[config.mk]
export PLATFORM = sky130hd
export DESIGN_NAME = echo_reply_slot_queue_table_top_flat
export DESIGN_NICKNAME = d
export VERILOG_FILES = /design/src/erst_pkg.sv /design/src/erst_in_if.sv /design/src/erst_out_if.sv /design/src/erst_front.sv /design/src/erst_back.sv /design/src/echo_reply_slot_queue_table_top.sv /design/src/flat_wrapper.sv
export SDC_FILE = /design/constraint.sdc
export NUM_CORES = 2
export LEC_CHECK = 0
export CORE_ASPECT_RATIO = 1.4
export CORE_UTILIZATION = 60
export DETAILED_ROUTE_END_ITERATION = 16
export DONT_BUFFER_PORTS = 1
export PLACE_DENSITY = 0.79
export SETUP_SLACK_MARGIN = 0.2
export SLEW_MARGIN = 15
export SYNTH_ARGS = -nofsm -noshare
export SYNTH_HDL_FRONTEND = slang
export SYNTH_SLANG_ARGS = --single-unit
export TNS_END_PERCENT = 10
[constraint.sdc]
create_clock -name clk -period 5 [get_ports clk]
set_clock_uncertainty 0.05 [all_clocks]
set_input_delay 0.5 -clock clk [delete_from_list [all_inputs] [get_ports clk]]
set_output_delay 0.5 -clock clk [all_outputs]
set_load 0.02 [all_outputs]
[src/erst_pkg.sv]
`default_nettype none
package erst_pkg;
    localparam int SLOT_COUNT = 8;
    localparam int QUEUE_DEPTH = 8;
    localparam int SLOT_W = (SLOT_COUNT > 1) ? $clog2(SLOT_COUNT) : 1;
    localparam int QPTR_W = (QUEUE_DEPTH > 1) ? $clog2(QUEUE_DEPTH) : 1;
    localparam int QCNT_W = $clog2(QUEUE_DEPTH + 1);
    localparam int MEM_W = SLOT_W + QPTR_W;
    localparam int MEM_DEPTH = SLOT_COUNT * QUEUE_DEPTH;
    localparam int FIFO_DEPTH = 2;

    typedef enum logic [1:0] {
        CMD_REGISTER = 2'd0,
        CMD_DELIVER  = 2'd1,
        CMD_RECEIVE  = 2'd2,
        CMD_RELEASE  = 2'd3
    } cmd_t;

    typedef enum logic [2:0] {
        ST_OK         = 3'd0,
        ST_REGISTERED = 3'd1,
        ST_FULL_TABLE = 3'd2,
        ST_BAD_SLOT   = 3'd3,
        ST_EMPTY      = 3'd4,
        ST_DISCARDED  = 3'd5,
        ST_REPLY      = 3'd6,
        ST_QUEUE_FULL = 3'd7
    } status_t;

    localparam logic [7:0] TYPE_ECHO_REPLY = 8'd0;
    localparam logic [7:0] TYPE_ECHO_REQUEST = 8'd8;

    // Classified work handed from the front part to the back part.
    typedef enum logic [1:0] {
        OP_DIRECT  = 2'd0,
        OP_REGISTER = 2'd1,
        OP_CHECKED = 2'd2
    } op_t;

    typedef struct packed {
        op_t          op;
        cmd_t         cmd;
        logic [2:0]   status;
        logic [2:0]   slot_out;
        logic [15:0]  handle;
        logic         free_handle;
        logic [31:0]  remote_ip;
        logic [SLOT_W-1:0] slot;
    } job_t;

    typedef enum logic [1:0] {
        BS_IDLE  = 2'd0,
        BS_READ  = 2'd1,
        BS_DRAIN = 2'd2,
        BS_SEND  = 2'd3
    } back_state_t;
endpackage
`default_nettype wire

[src/erst_in_if.sv]
`default_nettype none
interface erst_in_if;
    logic        valid;
    logic        ready;
    logic [1:0]  cmd;
    logic [31:0] remote_ip;
    logic [7:0]  icmp_type;
    logic [15:0] slot_id;
    logic [15:0] packet_handle;
    modport source (output valid, cmd, remote_ip, icmp_type, slot_id, packet_handle,
                    input ready);
    modport sink (input valid, cmd, remote_ip, icmp_type, slot_id, packet_handle,
                  output ready);
endinterface
`default_nettype wire

[src/erst_out_if.sv]
`default_nettype none
interface erst_out_if;
    logic        valid;
    logic        ready;
    logic [2:0]  status;
    logic [2:0]  slot_out;
    logic [15:0] handle_out;
    logic        free_handle;
    logic        last;
    modport source (output valid, status, slot_out, handle_out, free_handle, last,
                    input ready);
    modport sink (input valid, status, slot_out, handle_out, free_handle, last,
                  output ready);
endinterface
`default_nettype wire

[src/erst_front.sv]
`default_nettype none
// Classifies each beat and settles those that need no slot state.
module erst_front (
    input  wire logic     clk,
    input  wire logic     rst_n,
    erst_in_if.sink       in_ch,
    output erst_pkg::job_t job,
    output logic          job_valid,
    input  wire logic     job_ready
);
    erst_pkg::job_t j;
    logic in_range;

    assign in_range = in_ch.slot_id < 16'(erst_pkg::SLOT_COUNT);

    always_comb
    begin
        j = '0;
        j.cmd = erst_pkg::cmd_t'(in_ch.cmd);
        j.remote_ip = in_ch.remote_ip;
        j.slot = in_ch.slot_id[erst_pkg::SLOT_W-1:0];
        j.slot_out = in_ch.slot_id[2:0];
        case (erst_pkg::cmd_t'(in_ch.cmd))
            erst_pkg::CMD_REGISTER:
            begin
                j.op = erst_pkg::OP_REGISTER;
            end
            erst_pkg::CMD_DELIVER:
            begin
                j.handle = in_ch.packet_handle;
                j.free_handle = 1'b1;
                if (in_ch.icmp_type != erst_pkg::TYPE_ECHO_REPLY &&
                    in_ch.icmp_type != erst_pkg::TYPE_ECHO_REQUEST)
                begin
                    j.op = erst_pkg::OP_DIRECT;
                    j.status = erst_pkg::ST_DISCARDED;
                    j.slot_out = 3'd0;
                end
                else if (in_ch.icmp_type == erst_pkg::TYPE_ECHO_REQUEST)
                begin
                    j.op = erst_pkg::OP_DIRECT;
                    j.status = erst_pkg::ST_REPLY;
                    j.slot_out = 3'd0;
                end
                else if (!in_range)
                begin
                    j.op = erst_pkg::OP_DIRECT;
                    j.status = erst_pkg::ST_BAD_SLOT;
                end
                else
                begin
                    j.op = erst_pkg::OP_CHECKED;
                end
            end
            default:
            begin
                if (!in_range)
                begin
                    j.op = erst_pkg::OP_DIRECT;
                    j.status = erst_pkg::ST_BAD_SLOT;
                end
                else
                begin
                    j.op = erst_pkg::OP_CHECKED;
                end
            end
        endcase
    end

    erst_pkg::job_t fifo_reg [erst_pkg::FIFO_DEPTH];
    logic wr_ptr_reg, wr_ptr_next, rd_ptr_reg, rd_ptr_next;
    logic [1:0] count_reg, count_next;
    logic push, pop;

    assign in_ch.ready = count_reg != 2'(erst_pkg::FIFO_DEPTH);
    assign push = in_ch.valid && in_ch.ready;
    assign job_valid = count_reg != 2'd0;
    assign pop = job_valid && job_ready;
    assign job = fifo_reg[rd_ptr_reg];

    always_comb
    begin
        wr_ptr_next = push ? ~wr_ptr_reg : wr_ptr_reg;
        rd_ptr_next = pop ? ~rd_ptr_reg : rd_ptr_reg;
        count_next = count_reg + 2'(push) - 2'(pop);
    end

    always_ff @(posedge clk or negedge rst_n)
    begin
        if (!rst_n)
        begin
            wr_ptr_reg <= 1'b0;
            rd_ptr_reg <= 1'b0;
            count_reg <= 2'd0;
        end
        else
        begin
            wr_ptr_reg <= wr_ptr_next;
            rd_ptr_reg <= rd_ptr_next;
            count_reg <= count_next;
        end
    end

    always_ff @(posedge clk)
    begin
        if (push)
        begin
            fifo_reg[wr_ptr_reg] <= j;
        end
    end
endmodule
`default_nettype wire

[src/erst_back.sv]
`default_nettype none
// Carries out classified jobs against the slot table and the handle memory.
module erst_back (
    input  wire logic      clk,
    input  wire logic      rst_n,
    input  wire erst_pkg::job_t job,
    input  wire logic      job_valid,
    output logic           job_ready,
    erst_out_if.source     out_ch
);
    localparam int SW = erst_pkg::SLOT_W;
    localparam int PW = erst_pkg::QPTR_W;
    localparam int CW = erst_pkg::QCNT_W;
    localparam int N = erst_pkg::SLOT_COUNT;

    logic [N-1:0]  busy_reg, busy_next;
    logic [31:0]   addr_reg [N];
    logic [PW-1:0] head_reg [N];
    logic [PW-1:0] tail_reg [N];
    logic [CW-1:0] cnt_reg [N];
    logic [15:0]   mem [erst_pkg::MEM_DEPTH];
    logic [15:0]   mem_q_reg;

    erst_pkg::back_state_t state_reg, state_next;
    erst_pkg::job_t job_reg;

    logic          ov_reg, ov_next;
    logic [2:0]    o_status_reg, o_status_next, o_slot_reg, o_slot_next;
    logic [15:0]   o_handle_reg, o_handle_next;
    logic          o_free_reg, o_free_next, o_last_reg, o_last_next;
    logic          out_free;

    assign out_ch.valid = ov_reg;
    assign out_ch.status = o_status_reg;
    assign out_ch.slot_out = o_slot_reg;
    assign out_ch.handle_out = o_handle_reg;
    assign out_ch.free_handle = o_free_reg;
    assign out_ch.last = o_last_reg;
    assign out_free = !ov_reg || out_ch.ready;

    // Register search: lowest free slot and first busy slot holding the address.
    logic          hit, has_free;
    logic [SW-1:0] hit_slot, free_slot;
    always_comb
    begin
        hit = 1'b0;
        has_free = 1'b0;
        hit_slot = '0;
        free_slot = '0;
        for (int s = N - 1; s >= 0; s--)
        begin
            if (!busy_reg[s])
            begin
                has_free = 1'b1;
                free_slot = SW'(s);
            end
            else if (addr_reg[s] == job_reg.remote_ip)
            begin
                hit = 1'b1;
                hit_slot = SW'(s);
            end
        end
    end

    logic [SW-1:0] s_cur;
    logic          mem_rd, mem_wr, do_reg, do_pop, do_push, do_free;
    assign s_cur = job_reg.slot;

    // Next state.
    always_comb
    begin
        state_next = state_reg;
        case (state_reg)
            erst_pkg::BS_IDLE:
            begin
                if (job_valid)
                begin
                    state_next = erst_pkg::BS_SEND;
                end
            end
            erst_pkg::BS_SEND:
            begin
                if (out_free)
                begin
                    if (job_reg.op == erst_pkg::OP_CHECKED && busy_reg[s_cur] &&
                        ((job_reg.cmd == erst_pkg::CMD_RECEIVE && cnt_reg[s_cur] != '0) ||
                         (job_reg.cmd == erst_pkg::CMD_RELEASE && cnt_reg[s_cur] != '0)))
                    begin
                        state_next = erst_pkg::BS_READ;
                    end
                    else
                    begin
                        state_next = erst_pkg::BS_IDLE;
                    end
                end
            end
            erst_pkg::BS_READ:
            begin
                state_next = erst_pkg::BS_DRAIN;
            end
            erst_pkg::BS_DRAIN:
            begin
                if (out_free)
                begin
                    if (job_reg.cmd == erst_pkg::CMD_RELEASE)
                    begin
                        state_next = (cnt_reg[s_cur] == CW'(1)) ? erst_pkg::BS_SEND
                                                                : erst_pkg::BS_READ;
                    end
                    else
                    begin
                        state_next = erst_pkg::BS_IDLE;
                    end
                end
            end
            default:
            begin
                state_next = erst_pkg::BS_IDLE;
            end
        endcase
    end

    // Outputs and table updates.
    always_comb
    begin
        job_ready = 1'b0;
        ov_next = ov_reg && !out_ch.ready;
        o_status_next = o_status_reg;
        o_slot_next = o_slot_reg;
        o_handle_next = o_handle_reg;
        o_free_next = o_free_reg;
        o_last_next = o_last_reg;
        busy_next = busy_reg;
        mem_rd = 1'b0;
        mem_wr = 1'b0;
        do_reg = 1'b0;
        do_pop = 1'b0;
        do_push = 1'b0;
        do_free = 1'b0;
        case (state_reg)
            erst_pkg::BS_IDLE:
            begin
                job_ready = 1'b1;
            end
            erst_pkg::BS_SEND:
            begin
                if (out_free)
                begin
                    o_slot_next = job_reg.slot_out;
                    o_handle_next = job_reg.handle;
                    o_free_next = job_reg.free_handle;
                    o_status_next = job_reg.status;
                    o_last_next = 1'b1;
                    ov_next = 1'b1;
                    case (job_reg.op)
                        erst_pkg::OP_REGISTER:
                        begin
                            o_handle_next = '0;
                            o_free_next = 1'b0;
                            if (hit)
                            begin
                                o_status_next = erst_pkg::ST_REGISTERED;
                                o_slot_next = 3'(hit_slot);
                            end
                            else if (!has_free)
                            begin
                                o_status_next = erst_pkg::ST_FULL_TABLE;
                                o_slot_next = 3'd0;
                            end
                            else
                            begin
                                o_status_next = erst_pkg::ST_OK;
                                o_slot_next = 3'(free_slot);
                                busy_next[free_slot] = 1'b1;
                                do_reg = 1'b1;
                            end
                        end
                        erst_pkg::OP_CHECKED:
                        begin
                            if (job_reg.cmd == erst_pkg::CMD_DELIVER)
                            begin
                                if (!busy_reg[s_cur] ||
                                    addr_reg[s_cur] != job_reg.remote_ip)
                                begin
                                    o_status_next = erst_pkg::ST_DISCARDED;
                                end
                                else if (cnt_reg[s_cur] >= CW'(erst_pkg::QUEUE_DEPTH))
                                begin
                                    o_status_next = erst_pkg::ST_QUEUE_FULL;
                                end
                                else
                                begin
                                    o_status_next = erst_pkg::ST_OK;
                                    o_free_next = 1'b0;
                                    mem_wr = 1'b1;
                                    do_push = 1'b1;
                                end
                            end
                            else
                            begin
                                o_handle_next = '0;
                                o_free_next = 1'b0;
                                if (!busy_reg[s_cur])
                                begin
                                    o_status_next = erst_pkg::ST_BAD_SLOT;
                                end
                                else if (cnt_reg[s_cur] != '0)
                                begin
                                    ov_next = ov_reg && !out_ch.ready;
                                end
                                else if (job_reg.cmd == erst_pkg::CMD_RECEIVE)
                                begin
                                    o_status_next = erst_pkg::ST_EMPTY;
                                end
                                else
                                begin
                                    o_status_next = erst_pkg::ST_OK;
                                    busy_next[s_cur] = 1'b0;
                                    do_free = 1'b1;
                                end
                            end
                        end
                        default:
                        begin
                        end
                    endcase
                end
            end
            erst_pkg::BS_READ:
            begin
                mem_rd = 1'b1;
            end
            erst_pkg::BS_DRAIN:
            begin
                if (out_free)
                begin
                    ov_next = 1'b1;
                    o_status_next = erst_pkg::ST_OK;
                    o_slot_next = job_reg.slot_out;
                    o_handle_next = mem_q_reg;
                    o_free_next = 1'b1;
                    o_last_next = job_reg.cmd != erst_pkg::CMD_RELEASE;
                    do_pop = 1'b1;
                end
            end
            default:
            begin
            end
        endcase
    end

    always_ff @(posedge clk or negedge rst_n)
    begin
        if (!rst_n)
        begin
            state_reg <= erst_pkg::BS_IDLE;
            busy_reg <= '0;
            ov_reg <= 1'b0;
            for (int s = 0; s < N; s++)
            begin
                head_reg[s] <= '0;
                tail_reg[s] <= '0;
                cnt_reg[s] <= '0;
            end
        end
        else
        begin
            state_reg <= state_next;
            busy_reg <= busy_next;
            ov_reg <= ov_next;
            if (do_reg)
            begin
                head_reg[free_slot] <= '0;
                tail_reg[free_slot] <= '0;
                cnt_reg[free_slot] <= '0;
            end
            if (do_push)
            begin
                tail_reg[s_cur] <= (tail_reg[s_cur] == PW'(erst_pkg::QUEUE_DEPTH - 1))
                                   ? '0 : tail_reg[s_cur] + 1'b1;
                cnt_reg[s_cur] <= cnt_reg[s_cur] + 1'b1;
            end
            if (do_pop)
            begin
                head_reg[s_cur] <= (head_reg[s_cur] == PW'(erst_pkg::QUEUE_DEPTH - 1))
                                   ? '0 : head_reg[s_cur] + 1'b1;
                cnt_reg[s_cur] <= cnt_reg[s_cur] - 1'b1;
            end
            if (do_free)
            begin
                cnt_reg[s_cur] <= '0;
            end
        end
    end

    always_ff @(posedge clk)
    begin
        if (state_reg == erst_pkg::BS_IDLE && job_valid)
        begin
            job_reg <= job;
        end
        if (do_reg)
        begin
            addr_reg[free_slot] <= job_reg.remote_ip;
        end
        o_status_reg <= o_status_next;
        o_slot_reg <= o_slot_next;
        o_handle_reg <= o_handle_next;
        o_free_reg <= o_free_next;
        o_last_reg <= o_last_next;
        if (mem_wr)
        begin
            mem[{s_cur, tail_reg[s_cur]}] <= job_reg.handle;
        end
        if (mem_rd)
        begin
            mem_q_reg <= mem[{s_cur, head_reg[s_cur]}];
        end
    end
endmodule
`default_nettype wire

[src/echo_reply_slot_queue_table_top.sv]
`default_nettype none
// Echo reply slot table with a handle ring per slot.
// Input channel in_ch carries one command beat: register, deliver, receive
// or release. Output channel out_ch carries result beats; the final beat of
// a command has last set.
// A front stage classifies beats and buffers up to two of them, so the
// sender is released while the back part is still working.
// The back part handles one command at a time. Register, deliver and failed
// commands give a single result beat. A receive that dequeues goes through a
// read state before its beat, as the handle memory read is registered. A
// release emits one beat per queued handle, then a final beat.
// Reset clears every slot to free and every ring to empty; no clearing pass
// is needed. When the receiver stalls, the output register holds its beat
// and the back part waits; the front buffer then fills and drops ready.
module echo_reply_slot_queue_table_top (
    input wire logic clk,
    input wire logic rst_n,
    erst_in_if.sink     in_ch,
    erst_out_if.source  out_ch
);
    erst_pkg::job_t job;
    logic job_valid, job_ready;

    erst_front u_front (
        .clk       (clk),
        .rst_n     (rst_n),
        .in_ch     (in_ch),
        .job       (job),
        .job_valid (job_valid),
        .job_ready (job_ready)
    );

    erst_back u_back (
        .clk       (clk),
        .rst_n     (rst_n),
        .job       (job),
        .job_valid (job_valid),
        .job_ready (job_ready),
        .out_ch    (out_ch)
    );

    a_hold: assert property (@(posedge clk) disable iff (!rst_n)
        out_ch.valid && !out_ch.ready |=> out_ch.valid && $stable(out_ch.handle_out)
        && $stable(out_ch.last))
        else $error("result beat changed while stalled");

    a_queued_nofree: assert property (@(posedge clk) disable iff (!rst_n)
        out_ch.valid && out_ch.status == erst_pkg::ST_QUEUE_FULL |-> out_ch.free_handle)
        else $error("dropped handle not freed");

    a_notlast: assert property (@(posedge clk) disable iff (!rst_n)
        out_ch.valid && !out_ch.last |-> out_ch.free_handle
        && out_ch.status == erst_pkg::ST_OK)
        else $error("drained beat malformed");
endmodule
`default_nettype wire
[src/flat_wrapper.sv]
// flat-port wrapper written by rule: the top's interface ports become plain ports
module echo_reply_slot_queue_table_top_flat 
  (clk, rst_n, in_ch_valid, in_ch_cmd, in_ch_remote_ip, in_ch_icmp_type, in_ch_slot_id, in_ch_packet_handle, in_ch_ready, out_ch_valid, out_ch_status, out_ch_slot_out, out_ch_handle_out, out_ch_free_handle, out_ch_last, out_ch_ready);
  erst_in_if in_ch_i ();
  erst_out_if out_ch_i ();
  input wire logic clk;
  input wire logic rst_n;
  input wire logic [$bits(in_ch_i.valid)-1:0] in_ch_valid;
  input wire logic [$bits(in_ch_i.cmd)-1:0] in_ch_cmd;
  input wire logic [$bits(in_ch_i.remote_ip)-1:0] in_ch_remote_ip;
  input wire logic [$bits(in_ch_i.icmp_type)-1:0] in_ch_icmp_type;
  input wire logic [$bits(in_ch_i.slot_id)-1:0] in_ch_slot_id;
  input wire logic [$bits(in_ch_i.packet_handle)-1:0] in_ch_packet_handle;
  output wire logic [$bits(in_ch_i.ready)-1:0] in_ch_ready;
  output wire logic [$bits(out_ch_i.valid)-1:0] out_ch_valid;
  output wire logic [$bits(out_ch_i.status)-1:0] out_ch_status;
  output wire logic [$bits(out_ch_i.slot_out)-1:0] out_ch_slot_out;
  output wire logic [$bits(out_ch_i.handle_out)-1:0] out_ch_handle_out;
  output wire logic [$bits(out_ch_i.free_handle)-1:0] out_ch_free_handle;
  output wire logic [$bits(out_ch_i.last)-1:0] out_ch_last;
  input wire logic [$bits(out_ch_i.ready)-1:0] out_ch_ready;
  assign in_ch_i.valid = in_ch_valid;
  assign in_ch_i.cmd = in_ch_cmd;
  assign in_ch_i.remote_ip = in_ch_remote_ip;
  assign in_ch_i.icmp_type = in_ch_icmp_type;
  assign in_ch_i.slot_id = in_ch_slot_id;
  assign in_ch_i.packet_handle = in_ch_packet_handle;
  assign in_ch_ready = in_ch_i.ready;
  assign out_ch_valid = out_ch_i.valid;
  assign out_ch_status = out_ch_i.status;
  assign out_ch_slot_out = out_ch_i.slot_out;
  assign out_ch_handle_out = out_ch_i.handle_out;
  assign out_ch_free_handle = out_ch_i.free_handle;
  assign out_ch_last = out_ch_i.last;
  assign out_ch_i.ready = out_ch_ready;
  echo_reply_slot_queue_table_top u_core (.clk(clk), .rst_n(rst_n), .in_ch(in_ch_i), .out_ch(out_ch_i));
endmodule
---- Word-level counts from Yosys, hierarchy flattened ----
Memory sizes are Yosys's and may differ from the RTL's. A register that Yosys moved wholly into a read port is not among the register bits.
Cells that the tools add are included.
operators by class
  $add $sub $neg .......................... 6
  $lt $le $gt $ge ......................... 10
  eq/ne operators ......................... 34
  muxes and demuxes ....................... 176
  bitwise operators ....................... 14
  reductions and logical operators ........ 29
operators by type and width
  cell                                                                   count
  32-bit equality test                                                   8
  3-bit two-way mux                                                      47
  32-bit two-way mux                                                     4
  24-bit two-way mux                                                     4
  1-bit two-way mux                                                      68
  32-bit bitwise AND                                                     2
  32-bit bitwise mux                                                     2
  32-bit NOT                                                             2
  16-bit case mux with 2 select lines                                    2
  24-bit bitwise AND                                                     2
  24-bit bitwise mux                                                     2
  16-bit two-way mux                                                     3
  8-bit two-way mux                                                      6
  32-bit inequality test                                                 1
  4-bit demux with 3-bit select                                          2
  24-bit NOT                                                             1
  3-bit case mux with 2 select lines                                     4
  2-bit two-way mux                                                      11
  20-bit two-way mux                                                     1
  2-bit inequality test, second input constant                           10
  3-bit binary-select mux with 3-bit select                              2
  3-bit demux with 3-bit select                                          2
  16-bit by 4-bit < comparator with 1-bit output, second input constant  1
  4-bit two-way mux                                                      4
  other kinds (38)                                                       78
storage, ports and cells
  register bits ........................... 119
  RAM bits ................................ 1404
  input port bits ......................... 78
  output and inout bits ................... 26
  word-level logic and storage cells ...... 307
  memories kept ........................... 3
memory list
  memory                   words  width  read ports  clocked after memory_dff  wr ports  RTL line          text
  u_core.u_back.mem        64     16     1           1                         1         erst_back.sv:21   logic [15:0] mem [erst_pkg::MEM_DEPTH];
  u_core.u_back.addr_reg   8      32     9           0                         1         erst_back.sv:17   logic [31:0] addr_reg [N];
  u_core.u_front.fifo_reg  2      62     1           1                         1         erst_front.sv:70  erst_pkg::job_t fifo_reg [erst_pkg::FIFO_DEPTH];

---- Depth between registers and ports, before layout ----
An unclocked memory read counts as a cell.
  depth after elaboration ................. 29
  gate-level depth with buffers ........... 17
  mapped depth without buffers ............ 13

---- By module ----
A second synthesis with hierarchy kept.
unflattened totals
  cell total of the unflattened synthesis .. 4748
  area total of the unflattened synthesis .. 67593.6 µm²
by module, submodules not included
  module      times used  cells each  area an instance (µm²)  seq. area each (µm²)
  erst_back   1           4497        62655.1                 43837.0
  erst_front  1           251         4938.5                  3823.7

---- Worst setup path before layout ----
OpenSTA, ideal clock, no wires.
  kind .................................... reg-to-reg
  from .................................... register u_core.u_back.job_reg[8] (netlist name)
  to ...................................... register u_core.u_back.head_reg[1] (netlist name)
  library setup time ...................... 0.209 ns
  data arrival time ....................... 3.874 ns
  required time ........................... 4.741 ns
  slack ................................... 0.866 ns
  cell stages (with the launch flop) ...... 11
  buffers on the path ..................... 1
  period minus slack after synthesis ...... 4.134 ns
  path through ............................ edfxtp_1 > clkbuf_1 > inv_1 > o221ai_1 > a2111oi_0 > nand4_1 > nand4_1 > nor3_1 > nand2_1 > nor2_1 > o21ai_0
on the way
  longest elaborated chain between the ends .. 24
  elaborated cells between the ends (all ways) .. 31
  classes of those cells .................. 8 x eq/ne; 23 x mux
ends and longest elaborated chain
  item                             RTL line          text
  32-bit equality test             erst_back.sv:57   else if (addr_reg[s] == job_reg.remote_ip)
  1-bit two-way mux                erst_back.sv:57
  1-bit two-way mux                erst_back.sv:52   if (!busy_reg[s])
  1-bit two-way mux                erst_back.sv:57
  1-bit two-way mux                erst_back.sv:52
  1-bit two-way mux                erst_back.sv:57
  1-bit two-way mux                erst_back.sv:52
  1-bit two-way mux                erst_back.sv:57
  [8 not listed]                   n/a
  1-bit two-way mux (*)            erst_back.sv:52
  1-bit two-way mux (*)            erst_back.sv:160  if (hit)
  1-bit two-way mux (*)            erst_back.sv:155  case (job_reg.op)
  1-bit two-way mux (*)            erst_back.sv:147  if (out_free)
  1-bit two-way mux (*)            erst_back.sv:140  case (state_reg)
  24-bit two-way mux (*)           erst_back.sv:271  if (do_reg)
  24-bit bitwise mux               erst_back.sv:285  head_reg[s_cur] <= (head_reg[s_cur] == PW'(erst_pkg::QUEUE_DEPTH - 1))
  24-bit two-way mux (*)           erst_back.sv:283  if (do_pop)
  to (signal, indexed assignment)  erst_back.sv:285
  to (decl)                        erst_back.sv:18   logic [PW-1:0] head_reg [N];
Every way passes the cells marked *; elsewhere a longest branch is shown, timed or not.
A chain may end at the register's enable or synchronous reset.

---- Final worst setup path ----
  from .................................... register u_core.u_back.s_cur[2] (netlist name)
  to ...................................... memory u_core.u_back.mem[26][14] (enable)
on the way
  longest elaborated chain between the ends .. 13
  elaborated cells between the ends (all ways) .. 22
  classes of those cells .................. 1 x order compare; 1 x eq/ne; 16 x mux; 1 x bitwise; 2 x reduce/logical; 1 x memory
ends and longest elaborated chain
  item                                                  RTL line                            text
  3-bit NOT with 4-bit output (not written as such)     erst_back.sv:187, erst_back.sv:313
  4-bit binary-select mux with 3-bit select             erst_back.sv:187                    else if (cnt_reg[s_cur] >= CW'(erst_pkg::QUEUE_DEPTH))
  4-bit two-way mux (not written as such) (2 in a row)  erst_back.sv:187
  4-bit greater-or-equal comparator                     erst_back.sv:187
  1-bit two-way mux                                     erst_back.sv:187
  1-bit two-way mux                                     erst_back.sv:182                    if (!busy_reg[s_cur] ||
  1-bit two-way mux                                     erst_back.sv:180                    if (job_reg.cmd == erst_pkg::CMD_DELIVER)
  1-bit two-way mux                                     erst_back.sv:155
  1-bit two-way mux                                     erst_back.sv:147
  1-bit two-way mux                                     erst_back.sv:140
  1-bit two-way mux                                     erst_back.sv:311                    if (mem_wr)
  1-bit two-way mux (not written as such)               erst_back.sv:313                    mem[{s_cur, tail_reg[s_cur]}] <= job_reg.handle;
  to (decl)                                             erst_back.sv:21
Several ways; a longest one is shown, not always the timed one. The select of a mux whose other input is x is not followed.

==> impl_metrics.prom <==
# TYPE chip_impl_metric gauge
chip_impl_info{name="critical_path.startpoint_type",value="flop"} 1
chip_impl_metric{name="floorplan.io_pins",unit=""} 104
chip_impl_metric{name="filler_cell_count",unit=""} 7091
chip_impl_metric{name="track_usage",unit="%"} 36.4
chip_impl_metric{name="globalRouteOverflowTotal",unit=""} 0
chip_impl_metric{name="synth-edff-count",unit=""} 1506
chip_impl_info{name="synth_largest_area_cell",value="sky130_fd_sc_hd__edfxtp_1"} 1
chip_impl_metric{name="post_synth_fa_ha_maj_area_fraction",unit="%"} 0.187
chip_impl_metric{name="cts_buffers",unit=""} 146
chip_impl_metric{name="starting_drc_count_in_detailed_routing",unit=""} 5718
chip_impl_metric{name="placement.setup.worst_slack",unit="ns"} 0.764
chip_impl_metric{name="numClockSinks",unit=""} 1601
chip_impl_metric{name="wl_per_cell",unit="µm"} 31.0
chip_impl_metric{name="min_delay_path_depth",unit=""} 3
chip_impl_metric{name="ir_drop",unit="mV"} 0.588
chip_impl_metric{name="largest_register_ff_count",unit=""} 1024
chip_impl_metric{name="vias_per_cell",unit=""} 6.60
chip_impl_info{name="rsz0062_at_grt",value="false"} 1
chip_impl_metric{name="route.final.wire_length",unit="µm"} 206000
chip_impl_metric{name="cp_slowest_stage_delay",unit="ns"} 0.88
chip_impl_info{name="min_to",value="u_core.u_front.fifo_reg[0][61]$_DFFE_PP_"} 1
chip_impl_metric{name="timing.setup.tns",unit="ns"} 0
chip_impl_info{name="critPathKind",value="flop to flop"} 1
chip_impl_metric{name="dp_cells",unit=""} 6300
chip_impl_info{name="grt_most_used_layer",value="met2"} 1
chip_impl_metric{name="post-route-period-util",unit="%"} 94.0
chip_impl_metric{name="drtAntennaViolNets",unit=""} 0
chip_impl_metric{name="met1_usage",unit="%"} 40.8
chip_impl_metric{name="largest_net_degree_at_the_start_of_global_routing",unit=""} 96
chip_impl_metric{name="fin_total_pwr",unit="mW"} 47.4
chip_impl_metric{name="drv_cap",unit=""} 0
chip_impl_metric{name="number_of_antenna_violations_at_the_first_check_in_global_routing",unit=""} 13
chip_impl_info{name="root_buf_cell",value="sky130_fd_sc_hd__clkbuf_16"} 1
chip_impl_metric{name="synth-compound-area-share",unit="%"} 5.83
chip_impl_info{name="capturing_point_of_the_worst_reg2reg_path",value="u_core.u_back.mem[26][14]$_DFFE_PP_"} 1
chip_impl_metric{name="hold_viol",unit=""} 0
chip_impl_metric{name="netlist_instances",unit=""} 4747
chip_impl_metric{name="clk_pin_slew_worst_paths",unit="ns"} 0.06
chip_impl_metric{name="dieWidth",unit="µm"} 284
chip_impl_info{name="synthMostInstantiatedCell",value="sky130_fd_sc_hd__edfxtp_1"} 1
chip_impl_metric{name="drt_pre_antenna_iters",unit=""} 6
chip_impl_metric{name="p_comb_share",unit="%"} 37.9
chip_impl_metric{name="avgSynthCellArea",unit="µm²"} 14.1
chip_impl_metric{name="area_delta_synth_final",unit="%"} 14.9
chip_impl_metric{name="final_layout_size_suffix_gt1_share",unit="%"} 14.6
chip_impl_metric{name="worst_hold_check_slack",unit="ns"} 0.0384
chip_impl_metric{name="floorplan.initialDensity",unit="%"} 60.7
chip_impl_metric{name="cts.repair.resized",unit=""} 0
chip_impl_metric{name="timing_worst_slew_pin_value",unit="ns"} 1.27
chip_impl_info{name="timing.rr.start",value="u_core.u_back.s_cur[2]$_DFFE_PP_"} 1
chip_impl_metric{name="worstSkewPairLatency",unit="ns"} 0.80
chip_impl_info{name="ys_dominant_reg_cell",value="sky130_fd_sc_hd__edfxtp_1"} 1
chip_impl_metric{name="mapped_nets",unit=""} 4835
chip_impl_metric{name="regToRegSetupSlack",unit="ns"} 0.30
chip_impl_metric{name="static-leakage-power",unit="nW"} 26.3
chip_impl_metric{name="layout.cell_area.non_filler",unit="mm²"} 0.0770
chip_impl_metric{name="grt_use_met2",unit="%"} 60.5
chip_impl_metric{name="report.final.slew_viol_count",unit=""} 0
chip_impl_metric{name="async_reset_ff_share",unit="%"} 5.93
chip_impl_info{name="status",value="complete, no violations"} 1
chip_impl_metric{name="crit_required",unit="ns"} 5.43
chip_impl_metric{name="critPathArrivalTime",unit="ns"} 5.13
chip_impl_metric{name="route.vias.total",unit=""} 43800
chip_impl_metric{name="synth.cell_area",unit="mm²"} 0.0670
chip_impl_metric{name="cts.path.max_buffers",unit=""} 3
chip_impl_metric{name="power_per_cell_area",unit="mW/mm²"} 616
chip_impl_metric{name="post-route-util",unit="%"} 69.7
chip_impl_metric{name="netSwitchingFraction",unit="%"} 38.6
chip_impl_metric{name="fmax",unit="GHz"} 0.213
chip_impl_metric{name="post_synthesis_xor_xnor_area_fraction",unit="%"} 3.63
chip_impl_metric{name="sequentialPowerShare",unit="%"} 38.6
chip_impl_metric{name="placement.cell_area",unit="mm²"} 0.0716
chip_impl_metric{name="synth_cell_types",unit=""} 82
chip_impl_info{name="slowest_stage",value="sky130_fd_sc_hd__a22oi_1"} 1
chip_impl_info{name="list_of_most_frequent_post_synthesis_cells",value="sky130_fd_sc_hd__edfxtp_1, sky130_fd_sc_hd__nand2_1, sky130_fd_sc_hd__nand3_1"} 1
chip_impl_metric{name="grt_first_pass_wirelength",unit="µm"} 294000
chip_impl_info{name="post_synth_main_area_contributors",value="sky130_fd_sc_hd__edfxtp_1, sky130_fd_sc_hd__nand2_1, sky130_fd_sc_hd__dfrtp_1, sky130_fd_sc_hd__mux2i_1, sky130_fd_sc_hd__nand3_1"} 1
chip_impl_info{name="worstSetupStartpoint",value="u_core.u_back.s_cur[2]$_DFFE_PP_"} 1
chip_impl_metric{name="synthSimpleGateAreaFrac",unit="%"} 11.3
chip_impl_metric{name="synth_seq_cells",unit=""} 1601
chip_impl_metric{name="die-height",unit="µm"} 397
chip_impl_metric{name="slew_headroom",unit="%"} 15.0
chip_impl_metric{name="final_cells",unit=""} 6635
chip_impl_metric{name="muxShareOfSynthArea",unit="%"} 5.94
chip_impl_info{name="synth_top_family_by_area",value="simple AND/OR/NAND/NOR gates"} 1
chip_impl_metric{name="place.port_buffers",unit=""} 0
chip_impl_metric{name="design.die.area",unit="mm²"} 0.113
chip_impl_metric{name="drc",unit=""} 0
chip_impl_metric{name="ys.warnings.count",unit=""} 0
chip_impl_metric{name="met3_usage",unit="%"} 6.71
chip_impl_metric{name="fin_nets",unit=""} 5135
chip_impl_metric{name="r2r_cells",unit=""} 13
chip_impl_metric{name="fin_crit",unit="ns"} 4.70
chip_impl_metric{name="number_of_placement_rows",unit=""} 144
chip_impl_info{name="cts_tree",value="yes"} 1
chip_impl_metric{name="p_sw",unit="mW"} 18.3
chip_impl_metric{name="finalSetupViolations",unit=""} 0
chip_impl_metric{name="synth_top_area_share",unit="%"} 67.5
chip_impl_metric{name="timing.final.ws_setup",unit="ns"} 0.301
chip_impl_info{name="hold_start",value="in_ch_slot_id[11]"} 1
chip_impl_metric{name="synth-seq-area-share",unit="%"} 71.0
chip_impl_info{name="critPathMostFrequentCell",value="sky130_fd_sc_hd__buf_4"} 1
chip_impl_metric{name="clk_pwr_share",unit="%"} 23.6
chip_impl_metric{name="h-tree-depth",unit=""} 4
chip_impl_info{name="cp_cell_sequence",value="buf_12 > nor2_1 > buf_4 > a22oi_1 > a21oi_1 > nor4_1 > nand4_1 > nor4_4 > buf_4 > nand4_1 > buf_12 > nor2_1 > buf_4"} 1
chip_impl_metric{name="dpl.hpwl",unit="µm"} 136000
chip_impl_info{name="hold_class",value="input port to flop"} 1
chip_impl_metric{name="placeableCoreArea",unit="mm²"} 0.110
chip_impl_metric{name="vias_in_the_first_global_route",unit=""} 43400
chip_impl_metric{name="cell_internal_pwr",unit="mW"} 29.1
chip_impl_metric{name="place_congestion",unit=""} 1.10
chip_impl_info{name="cp-end-kind",value="flop"} 1
chip_impl_metric{name="crit_fanout",unit=""} 70
[how the worst max path moves through the flow]
stage	to
finish	u_core.u_back.mem[26][14]$_DFFE_PP_
global placement	u_core.u_back.cnt_reg[5]$_DFF_PN0_
floorplan	u_core.u_back.head_reg[1]$_DFF_PN0_
global route	u_core.u_back.mem[26][3]$_DFFE_PP_
detailed placement	u_core.u_back.mem_q_reg[15]$_DFFE_PN_
CTS	u_core.u_back.cnt_reg[5]$_DFF_PN0_
[power groups by stage]
stage,clock network [mW],logic [mW],registers (mW)
after global placement,0,17.0,18.5
after detailed placement,0,17.3,18.5
final,11.2,17.9,18.3
after floorplan,0,9.67,18.2
after global routing,11.7,18.6,18.3
after CTS,11.2,17.5,18.3
[cells by family after synthesis]
family	Yosys count
simple gates	1669
flops	1601
compound gates	520
mux	346
buf+inv	323
xor+xnor	278
fa+ha+maj	10
[worst max-delay path, delay by kind of cell, from the launching register on]
family	cells	cell delay, ns
buffers and inverters	5	1.27
DFF	1	0.38
AOI/OAI and AO/OA	2	1.12
and+or+nand+nor	6	1.40
[layer usage]
metal / vias to the layer above / wire length (µm) / part of all wire, %
met3: 753 / 17200 / 8.4
met2: 2800 / 101000 / 49
met5: - / 11 / 0.0054
li1: 18600 / - / -
met4: 2 / 20400 / 9.9
met1: 21700 / 67300 / 33
[what timing repair did]
action / CTS / global route
hold buffers: 58 / 0
endpoints found under the hold margin: 217 / 0
endpoints found under the setup margin: 0 / 0
buffers inserted: 0 / 0
[cell usage in the layout (no fill, tap or decap), types with 20 or more instances in the layout]
cell type	count
sky130_fd_sc_hd__buf_12	90
sky130_fd_sc_hd__edfxtp_1	1506
sky130_fd_sc_hd__xnor2_1	82
sky130_fd_sc_hd__clkinv_2	26
sky130_fd_sc_hd__clkbuf_1	23
sky130_fd_sc_hd__buf_4	290
sky130_fd_sc_hd__dlygate4sd3_1	57
sky130_fd_sc_hd__o21ai_0	47
sky130_fd_sc_hd__nor4_1	55
sky130_fd_sc_hd__nand2b_1	25
sky130_fd_sc_hd__a21oi_1	37
sky130_fd_sc_hd__dfrtp_1	94
sky130_fd_sc_hd__a22oi_1	22
sky130_fd_sc_hd__nor2_1	119
sky130_fd_sc_hd__clkbuf_16	147
sky130_fd_sc_hd__nand2_1	852
sky130_fd_sc_hd__mux2i_1	207
sky130_fd_sc_hd__a22o_1	37
sky130_fd_sc_hd__nand3_1	376
sky130_fd_sc_hd__a32o_1	28
sky130_fd_sc_hd__and2_1	27
sky130_fd_sc_hd__clkinv_1	40
sky130_fd_sc_hd__xor2_1	196
sky130_fd_sc_hd__a32oi_1	60
sky130_fd_sc_hd__mux2_2	101
sky130_fd_sc_hd__or3_1	20
sky130_fd_sc_hd__nand4_1	45
sky130_fd_sc_hd__a31oi_1	77
sky130_fd_sc_hd__mux4_2	30
sky130_fd_sc_hd__inv_1	30
sky130_fd_sc_hd__a221oi_1	36
sky130_fd_sc_hd__nor3_1	52
sky130_fd_sc_hd__a311oi_1	45
sky130_fd_sc_hd__and3_1	22
sky130_fd_sc_hd__o22ai_1	43
[final cells by class]
type | instances | area, µm² | share of cell area (%)
multi-input combinational | 2823 | 18100 | 23.5
sequential | 1601 | 47600 | 61.8
inverter | 36 | 136 | 0.177
tap | 1460 | 1830 | 2.37
antenna | 6 | 15.0 | 0.0195
timing repair buffer | 439 | 4590 | 5.96
clock buffer | 170 | 3760 | 4.89
clock inverter | 100 | 987 | 1.28
Power figures use the tool's default switching activity.
